`src/sv/zot_pkg.sv`:
```
// Shared types and codes for the layer z-order table.
package zot_pkg;

  localparam int unsigned ZW  = 32;
  localparam int unsigned IDW = 32;

  typedef enum logic [2:0] {
    OP_WRITE   = 3'd0,
    OP_SWAP    = 3'd1,
    OP_REVERSE = 3'd2,
    OP_ROT_UP  = 3'd3,
    OP_ROT_DN  = 3'd4,
    OP_READ    = 3'd5
  } op_t;

  typedef enum logic [11:0] {
    ST_IDLE   = 12'b0000_0000_0001,
    ST_WR     = 12'b0000_0000_0010,
    ST_SRCH   = 12'b0000_0000_0100,
    ST_SW_RDA = 12'b0000_0000_1000,
    ST_SW_RDB = 12'b0000_0001_0000,
    ST_SW_WRA = 12'b0000_0010_0000,
    ST_SW_WRB = 12'b0000_0100_0000,
    ST_GATHER = 12'b0000_1000_0000,
    ST_SCATTR = 12'b0001_0000_0000,
    ST_RD_ISS = 12'b0010_0000_0000,
    ST_RD_DAT = 12'b0100_0000_0000,
    ST_RESP   = 12'b1000_0000_0000
  } state_t;

  typedef struct packed {
    logic             valid;
    logic             visible;
    logic [IDW-1:0]   id;
    logic signed [ZW-1:0] z;
  } slot_rec_t;

  typedef struct packed {
    op_t              op;
    logic [3:0]       slot;
    logic [IDW-1:0]   id_a;
    logic [IDW-1:0]   id_b;
    logic             valid;
    logic             visible;
    logic signed [ZW-1:0] z;
  } req_t;

  typedef struct packed {
    logic      status;
    slot_rec_t rec;
  } res_t;

endpackage

```
`src/sv/zot_store.sv`:
```
// Slot table storage: id and z memories plus per-slot flag registers.
module zot_store #(
  parameter int LAYERS = 16,
  parameter int IW     = 4
) (
  input  logic                 clk,
  input  logic                 rst_n,
  input  logic [IW-1:0]        rd_addr,
  output zot_pkg::slot_rec_t   rd_rec,
  input  logic                 wr_all,
  input  logic                 wr_z,
  input  logic [IW-1:0]        wr_addr,
  input  zot_pkg::slot_rec_t   wr_rec,
  output logic [LAYERS-1:0]    act_vec
);

  logic [zot_pkg::IDW-1:0]    id_mem [LAYERS];
  logic [zot_pkg::ZW-1:0]     z_mem  [LAYERS];
  logic [LAYERS-1:0]          valid_r;
  logic [LAYERS-1:0]          vis_r;
  logic [LAYERS-1:0]          wrt_r;
  logic [zot_pkg::IDW-1:0]    id_rd_r;
  logic [zot_pkg::ZW-1:0]     z_rd_r;
  logic                       valid_rd_r;
  logic                       vis_rd_r;
  logic                       wrt_rd_r;

  // Write and read the payload memories
  always_ff @(posedge clk) begin
    if (wr_all) begin
      id_mem[wr_addr] <= wr_rec.id;
    end
    if (wr_all || wr_z) begin
      z_mem[wr_addr] <= wr_rec.z;
    end
    id_rd_r    <= id_mem[rd_addr];
    z_rd_r     <= z_mem[rd_addr];
    valid_rd_r <= valid_r[rd_addr];
    vis_rd_r   <= vis_r[rd_addr];
    wrt_rd_r   <= wrt_r[rd_addr];
  end

  // Flags; a slot never written reads as all zero
  always_ff @(posedge clk) begin
    if (!rst_n) begin
      valid_r <= '0;
      vis_r   <= '0;
      wrt_r   <= '0;
    end else if (wr_all) begin
      valid_r[wr_addr] <= wr_rec.valid;
      vis_r[wr_addr]   <= wr_rec.visible;
      wrt_r[wr_addr]   <= 1'b1;
    end
  end

  always_comb begin
    rd_rec.valid   = valid_rd_r;
    rd_rec.visible = vis_rd_r;
    rd_rec.id      = wrt_rd_r ? id_rd_r : '0;
    rd_rec.z       = wrt_rd_r ? z_rd_r : '0;
  end

  assign act_vec = valid_r & vis_r;

endmodule

```
`src/sv/zot_seq.sv`:
```
// Operation sequencer: slot walks, swap search, z gather and scatter.
module zot_seq #(
  parameter int LAYERS = 16,
  parameter int IW     = 4,
  parameter int CW     = 5
) (
  input  logic                 clk,
  input  logic                 rst_n,
  input  logic                 req_accept,
  input  zot_pkg::req_t        req_in,
  output logic                 in_ready,
  input  logic                 out_free,
  output logic                 out_load,
  output zot_pkg::res_t        res,
  output logic [IW-1:0]        rd_addr,
  input  zot_pkg::slot_rec_t   rd_rec,
  output logic                 wr_all,
  output logic                 wr_z,
  output logic [IW-1:0]        wr_addr,
  output zot_pkg::slot_rec_t   wr_rec,
  input  logic [LAYERS-1:0]    act_vec
);

  zot_pkg::state_t         state_r, state_nxt;
  zot_pkg::req_t           req_r;
  zot_pkg::res_t           res_r;
  logic [CW-1:0]           i_r;
  logic [CW-1:0]           j_r;
  logic [CW-1:0]           n_r;
  logic                    rd_pend_r;
  logic [IW-1:0]           rd_idx_r;
  logic                    fa_r, fb_r;
  logic [IW-1:0]           a_r, b_r;
  logic [zot_pkg::ZW-1:0]  za_r;
  logic                    wp_pend_r;
  logic [IW-1:0]           wp_addr_r;
  logic [zot_pkg::ZW-1:0]  zbuf [LAYERS];
  logic [zot_pkg::ZW-1:0]  zbuf_rd_r;
  logic [CW-1:0]           src;
  logic                    walking;
  logic                    slot_ok;
  logic [IW-1:0]           i_idx;
  logic [IW-1:0]           slot_idx;

  assign walking  = (i_r < CW'(LAYERS));
  assign i_idx    = i_r[IW-1:0];
  assign slot_idx = IW'(req_r.slot);
  assign slot_ok  = ({28'd0, req_r.slot} < 32'(LAYERS));
  assign in_ready = (state_r == zot_pkg::ST_IDLE);
  assign res      = res_r;

  // Source position in the gathered list for active slot j
  always_comb begin
    unique case (req_r.op)
      zot_pkg::OP_REVERSE: src = n_r - CW'(1) - j_r;
      zot_pkg::OP_ROT_UP:  src = (j_r + CW'(1) == n_r) ? '0 : j_r + CW'(1);
      default:             src = (j_r == '0) ? n_r - CW'(1) : j_r - CW'(1);
    endcase
  end

  // Next state and storage controls
  always_comb begin
    state_nxt = state_r;
    rd_addr   = i_idx;
    wr_all    = 1'b0;
    wr_z      = 1'b0;
    wr_addr   = slot_idx;
    wr_rec    = '{valid: req_r.valid, visible: req_r.visible, id: req_r.id_a, z: req_r.z};
    out_load  = 1'b0;
    unique case (state_r)
      zot_pkg::ST_IDLE: begin
        if (req_accept) begin
          unique case (req_in.op)
            zot_pkg::OP_WRITE:   state_nxt = zot_pkg::ST_WR;
            zot_pkg::OP_SWAP:    state_nxt = (req_in.id_a == req_in.id_b) ?
                                             zot_pkg::ST_RESP : zot_pkg::ST_SRCH;
            zot_pkg::OP_REVERSE,
            zot_pkg::OP_ROT_UP,
            zot_pkg::OP_ROT_DN:  state_nxt = zot_pkg::ST_GATHER;
            zot_pkg::OP_READ:    state_nxt = zot_pkg::ST_RD_ISS;
            default:             state_nxt = zot_pkg::ST_RESP;
          endcase
        end
      end
      zot_pkg::ST_WR: begin
        wr_all    = slot_ok;
        state_nxt = zot_pkg::ST_RESP;
      end
      zot_pkg::ST_SRCH: begin
        if (!walking && !rd_pend_r) begin
          state_nxt = (fa_r && fb_r) ? zot_pkg::ST_SW_RDA : zot_pkg::ST_RESP;
        end
      end
      zot_pkg::ST_SW_RDA: begin
        rd_addr   = a_r;
        state_nxt = zot_pkg::ST_SW_RDB;
      end
      zot_pkg::ST_SW_RDB: begin
        rd_addr   = b_r;
        state_nxt = zot_pkg::ST_SW_WRA;
      end
      zot_pkg::ST_SW_WRA: begin
        wr_z      = 1'b1;
        wr_addr   = a_r;
        wr_rec.z  = rd_rec.z;
        state_nxt = zot_pkg::ST_SW_WRB;
      end
      zot_pkg::ST_SW_WRB: begin
        wr_z      = 1'b1;
        wr_addr   = b_r;
        wr_rec.z  = za_r;
        state_nxt = zot_pkg::ST_RESP;
      end
      zot_pkg::ST_GATHER: begin
        if (!walking && !rd_pend_r) begin
          state_nxt = (n_r < CW'(2)) ? zot_pkg::ST_RESP : zot_pkg::ST_SCATTR;
        end
      end
      zot_pkg::ST_SCATTR: begin
        wr_z     = wp_pend_r;
        wr_addr  = wp_addr_r;
        wr_rec.z = zbuf_rd_r;
        if (!walking && !wp_pend_r) begin
          state_nxt = zot_pkg::ST_RESP;
        end
      end
      zot_pkg::ST_RD_ISS: begin
        rd_addr   = slot_idx;
        state_nxt = zot_pkg::ST_RD_DAT;
      end
      zot_pkg::ST_RD_DAT: begin
        state_nxt = zot_pkg::ST_RESP;
      end
      zot_pkg::ST_RESP: begin
        out_load = out_free;
        if (out_free) begin
          state_nxt = zot_pkg::ST_IDLE;
        end
      end
      default: state_nxt = zot_pkg::ST_IDLE;
    endcase
  end

  // Advance the state
  always_ff @(posedge clk) begin
    if (!rst_n) begin
      state_r <= zot_pkg::ST_IDLE;
    end else begin
      state_r <= state_nxt;
    end
  end

  // Gather buffer of active z values
  always_ff @(posedge clk) begin
    if (state_r == zot_pkg::ST_GATHER && rd_pend_r && rd_rec.valid && rd_rec.visible) begin
      zbuf[n_r[IW-1:0]] <= rd_rec.z;
    end
    zbuf_rd_r <= zbuf[src[IW-1:0]];
  end

  // Walk counters, search results and the response
  always_ff @(posedge clk) begin
    if (!rst_n) begin
      rd_pend_r <= 1'b0;
      wp_pend_r <= 1'b0;
      i_r       <= '0;
      j_r       <= '0;
      n_r       <= '0;
      fa_r      <= 1'b0;
      fb_r      <= 1'b0;
    end else begin
      unique case (state_r)
        zot_pkg::ST_IDLE: begin
          if (req_accept) begin
            req_r     <= req_in;
            res_r     <= '0;
            i_r       <= '0;
            j_r       <= '0;
            n_r       <= '0;
            fa_r      <= 1'b0;
            fb_r      <= 1'b0;
            rd_pend_r <= 1'b0;
            wp_pend_r <= 1'b0;
          end
        end
        zot_pkg::ST_SRCH, zot_pkg::ST_GATHER: begin
          rd_pend_r <= walking;
          rd_idx_r  <= i_idx;
          if (walking) begin
            i_r <= i_r + CW'(1);
          end
          if (rd_pend_r) begin
            if (state_r == zot_pkg::ST_SRCH) begin
              if (!fa_r && rd_rec.valid && rd_rec.id == req_r.id_a) begin
                fa_r <= 1'b1;
                a_r  <= rd_idx_r;
              end
              if (!fb_r && rd_rec.valid && rd_rec.id == req_r.id_b) begin
                fb_r <= 1'b1;
                b_r  <= rd_idx_r;
              end
            end else if (rd_rec.valid && rd_rec.visible) begin
              n_r <= n_r + CW'(1);
            end
          end
          if (!walking && !rd_pend_r) begin
            i_r <= '0;
            if (state_r == zot_pkg::ST_SRCH) begin
              res_r.status <= !(fa_r && fb_r);
            end
          end
        end
        zot_pkg::ST_SW_RDB: begin
          za_r <= rd_rec.z;
        end
        zot_pkg::ST_SCATTR: begin
          wp_pend_r <= walking && act_vec[i_idx];
          wp_addr_r <= i_idx;
          if (walking) begin
            i_r <= i_r + CW'(1);
            if (act_vec[i_idx]) begin
              j_r <= j_r + CW'(1);
            end
          end
        end
        zot_pkg::ST_RD_DAT: begin
          if (slot_ok) begin
            res_r.rec <= rd_rec;
          end
        end
        default: begin
        end
      endcase
    end
  end

`ifndef SYNTHESIS
  a_count_bound: assert property (@(posedge clk) disable iff (!rst_n)
    n_r <= CW'(LAYERS))
    else $error("gather count exceeds table size");

  a_scatter_active: assert property (@(posedge clk) disable iff (!rst_n)
    wp_pend_r |-> act_vec[wp_addr_r])
    else $error("scatter writes an inactive slot");

  a_swap_found: assert property (@(posedge clk) disable iff (!rst_n)
    (state_r == zot_pkg::ST_SW_WRA) |-> (fa_r && fb_r && a_r != b_r))
    else $error("swap writes without two distinct matches");

  a_busy_after: assert property (@(posedge clk) disable iff (!rst_n)
    req_accept |=> !in_ready)
    else $error("ready again right after accepting a request");
`endif

endmodule

```
`src/sv/layer_zorder_table.sv`:
```
// Layer z-order table: one request in, one response out, under a walk sequencer.
// One request at a time; the next is taken in the cycle after the response loads.
// Synchronous active-low reset clears all slot flags; unwritten slots read as zero.
module layer_zorder_table #(
  parameter int LAYERS = 16
) (
  input  logic          clk,
  input  logic          rst_n,
  input  logic          in_tvalid,
  output logic          in_tready,
  // [3:0] slot, [35:4] id_a, [67:36] id_b, [68] in_valid, [69] in_visible,
  // [101:70] in_z, [103:102] zero
  input  logic [103:0]  in_tdata,
  // [2:0] operation
  input  logic [2:0]    in_tuser,
  output logic          out_tvalid,
  input  logic          out_tready,
  // [0] status, [1] out_valid, [2] out_visible, [34:3] out_id, [66:35] out_z,
  // [71:67] zero
  output logic [71:0]   out_tdata
);

  localparam int IW = (LAYERS > 1) ? $clog2(LAYERS) : 1;
  localparam int CW = $clog2(LAYERS + 1);

  zot_pkg::req_t       req_in;
  zot_pkg::res_t       res;
  zot_pkg::slot_rec_t  rd_rec;
  zot_pkg::slot_rec_t  wr_rec;
  logic [IW-1:0]       rd_addr;
  logic [IW-1:0]       wr_addr;
  logic                wr_all;
  logic                wr_z;
  logic [LAYERS-1:0]   act_vec;
  logic                out_load;
  logic                out_free;
  logic                out_tvalid_r;
  logic [71:0]         out_tdata_r;

  // Unpack the request
  always_comb begin
    req_in.op      = zot_pkg::op_t'(in_tuser);
    req_in.slot    = in_tdata[3:0];
    req_in.id_a    = in_tdata[35:4];
    req_in.id_b    = in_tdata[67:36];
    req_in.valid   = in_tdata[68];
    req_in.visible = in_tdata[69];
    req_in.z       = in_tdata[101:70];
  end

  zot_store #(.LAYERS(LAYERS), .IW(IW)) u_store (
    .clk     (clk),
    .rst_n   (rst_n),
    .rd_addr (rd_addr),
    .rd_rec  (rd_rec),
    .wr_all  (wr_all),
    .wr_z    (wr_z),
    .wr_addr (wr_addr),
    .wr_rec  (wr_rec),
    .act_vec (act_vec)
  );

  zot_seq #(.LAYERS(LAYERS), .IW(IW), .CW(CW)) u_seq (
    .clk        (clk),
    .rst_n      (rst_n),
    .req_accept (in_tvalid && in_tready),
    .req_in     (req_in),
    .in_ready   (in_tready),
    .out_free   (out_free),
    .out_load   (out_load),
    .res        (res),
    .rd_addr    (rd_addr),
    .rd_rec     (rd_rec),
    .wr_all     (wr_all),
    .wr_z       (wr_z),
    .wr_addr    (wr_addr),
    .wr_rec     (wr_rec),
    .act_vec    (act_vec)
  );

  assign out_free = !out_tvalid_r || out_tready;

  // Hold the response until the sink takes it
  always_ff @(posedge clk) begin
    if (!rst_n) begin
      out_tvalid_r <= 1'b0;
    end else if (out_load) begin
      out_tvalid_r <= 1'b1;
    end else if (out_tready) begin
      out_tvalid_r <= 1'b0;
    end
  end

  always_ff @(posedge clk) begin
    if (out_load) begin
      out_tdata_r <= {5'd0, res.rec.z, res.rec.id, res.rec.visible,
                      res.rec.valid, res.status};
    end
  end

  assign out_tvalid = out_tvalid_r;
  assign out_tdata  = out_tdata_r;

endmodule

```
`config.mk`:
```
export PLATFORM = sky130hd
export DESIGN_NAME = layer_zorder_table
export DESIGN_NICKNAME = d
export VERILOG_FILES = /design/src/sv/zot_pkg.sv /design/src/sv/zot_store.sv /design/src/sv/zot_seq.sv /design/src/sv/layer_zorder_table.sv
export SDC_FILE = /design/constraint.sdc
export NUM_CORES = 2
export LEC_CHECK = 0
export ABC_AREA = 0
export BUFFER_PORTS_ARGS = -buffer_cell sky130_fd_sc_hd__buf_2
export CAP_MARGIN = 20
export CORE_MARGIN = 5
export CORE_UTILIZATION = 35
export DETAILED_ROUTE_END_ITERATION = 10
export PLACE_DENSITY = 0.52
export REMOVE_ABC_BUFFERS = 1
export SLEW_MARGIN = 0
export SYNTH_ARGS = -nofsm -noshare
export SYNTH_HDL_FRONTEND = slang
export SYNTH_SLANG_ARGS = --single-unit
```
`constraint.sdc`:
```
create_clock -name clk -period 21.9 [get_ports clk]
set_input_delay 4.38 -clock clk [delete_from_list [all_inputs] [get_ports clk]]
set_output_delay 4.38 -clock clk [all_outputs]
set_load 0.05 [all_outputs]
```
==> metrics.yaml <==
hold_depth: 0
ant_nets: 0
yosysWarnings: 0
drc: 0
die-area_um2: 233000
synth.distinct_cells: 78
cap_violations: 0
fin_util: 0.402
synth_top_cell_by_area: "edfxtp_1"
finalHoldViolCount: 0
syn_inst: 5527
cp_data_required_time_ns: 17.52
total_power_mw: 8.63
fill_cells: 20544
tritoncts: "done"
dp_worst_setup_slack_ns: 14.52
worstSetupStartpointType: "flop"
cts_buffers: 203
critPathCaptureType: "output port"
rr_worst_depth: 11
relSlewSlack: 0.197
crit_arrival_ns: 2.90
syn_to_final_growth_pct: 14.3
async_flop_share: 0
yosys-top-cells-area: "edfxtp_1 70%, nand2_1 5.7%, dfxtp_1 4.6%"
max-clock-path-buffers: 3
grt_max_degree: 138
boundaryPins: 185
rsz0062_at_grt: "false"
grt_pass1_vias: 46800
first_iter_violations: 4830
leakage_nw: 30.7
status: "completed"
clock_sinks: 2002
ys.flop_type: "edfxtp_1"
vdd_drop_max_mv: 0.0772
initial_utilization: 0.352
path_clk_slew_ns: 0.06
nNetsFinal: 5843
netlist_area_um2: 78200
gp_congestion: 0.818
antenna_found_initial: 9
diodes: 0
reg2reg_to: "u_store.z_rd_r[12]"
avgSynthCellArea_um2: 14.1
hpwl_mm: 124
drv_slew: 0
tns_ns: 0
final-setup-viol-count: 0
cp_max_fo: 10
power_density_nw_per_um2: 96.5
worst_pin_slew_ns: 1.20
place_inst: 8480
max_freq_mhz: 137
fp-row-count: 173
insertion_delay_ns: 0.83
synth_edf_count: 1823
r2r_start: "u_seq.state_r[3]"
layout-drive-gt1-share: 0.126
fp.dieH_um: 483
hold_path_end: "out_tdata[23]"
via_per_inst: 5.36
clock_skew_ns: 0.0500
io_buffers: 177
whs_ns: 0.384
final_common_cell: "edfxtp_1"
final_cell_mix: "1,823 x edfxtp_1, 1,177 x nand2_1, 269 x mux2i_1"
wirelength_mm: 230
htree_levels: 4
period_share: 0.332
ys_seq_elements: 2002
min_path_type: "flop to flop"
hold_start: "u_seq.res[52]"
ctsResizeCount: 0
root_buffer: "clkbuf_16"
synth_top_area_share: 0.700
vias: 47545
fin_area_um2: 89400
dieWidth_um: 483
grt_pass1_wl_mm: 329
core_area_um2: 222000
place_area_um2: 82900
first_pass_iters: 5
regToRegSetupSlack_ns: 16.73
ys_seq_area_frac: 0.746
fin_crit_ns: 7.28
post-cts-setup-buffers: 0
stdcell_count: 8870
critPathKind: "flop to output port"
grt_usage: 0.192
fin_ws_ns: 14.62
wl_per_cell_um: 25.9
overflow: 0
hold_buffers: 0
## flip-flops by register name, summed over array words and instances, names as in the netlist, 5 cells and up
name             cells
u_store.z_rd_r      32
u_store.valid_r     16
u_seq.res           67
u_store.id_rd_r     32
u_seq.i_r            5
u_seq.zbuf_rd_r     32
u_seq.wr_rec        34
u_store.vis_r       16
u_store.z_mem      512
u_store.id_mem     512
u_seq.req_r         67
u_seq.state_r       12
u_store.wrt_r       16
out_tdata           67
u_seq.j_r            5
u_seq.za_r          32
u_seq.zbuf         512
u_seq.n_r            5
## per-layer routing
layer,track usage,up-vias,part of all wire
met2,0.306,1795,0.46
met3,0.0374,320,0.075
met5,0,-,0
met1,0.275,24193,0.44
li1,-,21237,-
met4,0.0419,0,0.019
## report_power, final
group	total, mW	internal, mW	switching, mW
logic	0.857	0.260	0.597
clock network	3.38	1.91	1.47
registers	4.39	4.28	0.104
total	8.63	6.46	2.17
## cells by family after synthesis
| family | synth area share |
|---|---|
| simple gates | 0.102 |
| compound gates | 0.0775 |
| flops | 0.746 |
| xor+xnor | 0.00773 |
| buf+inv | 0.0230 |
| mux | 0.0419 |
| fa+ha+maj | 0.00218 |
| other cells | 0.0000480 |
## synthesized netlist by cell type (41+ instances only)
cell	instances
o221ai_1	47
a31oi_1	63
a21oi_1	106
nor3_1	43
a32oi_1	75
xor2_1	44
buf_2	101
dfxtp_1	179
nand2_1	1180
mux2_2	48
nor2_1	197
nand4_1	49
mux2i_1	269
o22ai_1	99
nand3_1	232
a22oi_1	41
edfxtp_1	1823
o21ai_0	72
clkbuf_1	178
o211ai_1	167
inv_1	73
## cell type report
| class | count | area (µm²) | area share |
|---|---|---|---|
| tap | 2975 | 3720 | 0.0416 |
| inverter | 74 | 278 | 0.00311 |
| clock inverter | 92 | 833 | 0.00932 |
| sequential | 2002 | 58300 | 0.652 |
| multi-input combinational | 3124 | 18600 | 0.208 |
| clock buffer | 289 | 5640 | 0.0631 |
| timing repair buffer | 314 | 2000 | 0.0223 |
## worst max-delay path: stages (launching register included)
cell and delay [ns]:
dfxtp_1 0.45, nor4_4 0.47, and3_1 0.36, nand2_1 0.19, inv_1 0.25, buf_2 0.35
## how the worst max path moves through the flow
stage                                      to  slack (ns)        startpoint
final                               in_tready       14.62  u_seq.state_r[3]
after floorplan           u_store.id_rd_r[10]      -14.47  u_seq.state_r[3]
after detailed placement     u_seq.wr_rec[61]       14.52             rst_n
after global placement          u_seq.res[22]       14.52             rst_n
after global routing                in_tready       14.43  u_seq.state_r[3]
after CTS                           in_tready       14.60  u_seq.state_r[3]
Note: power is estimated with default switching activity, not from simulation.
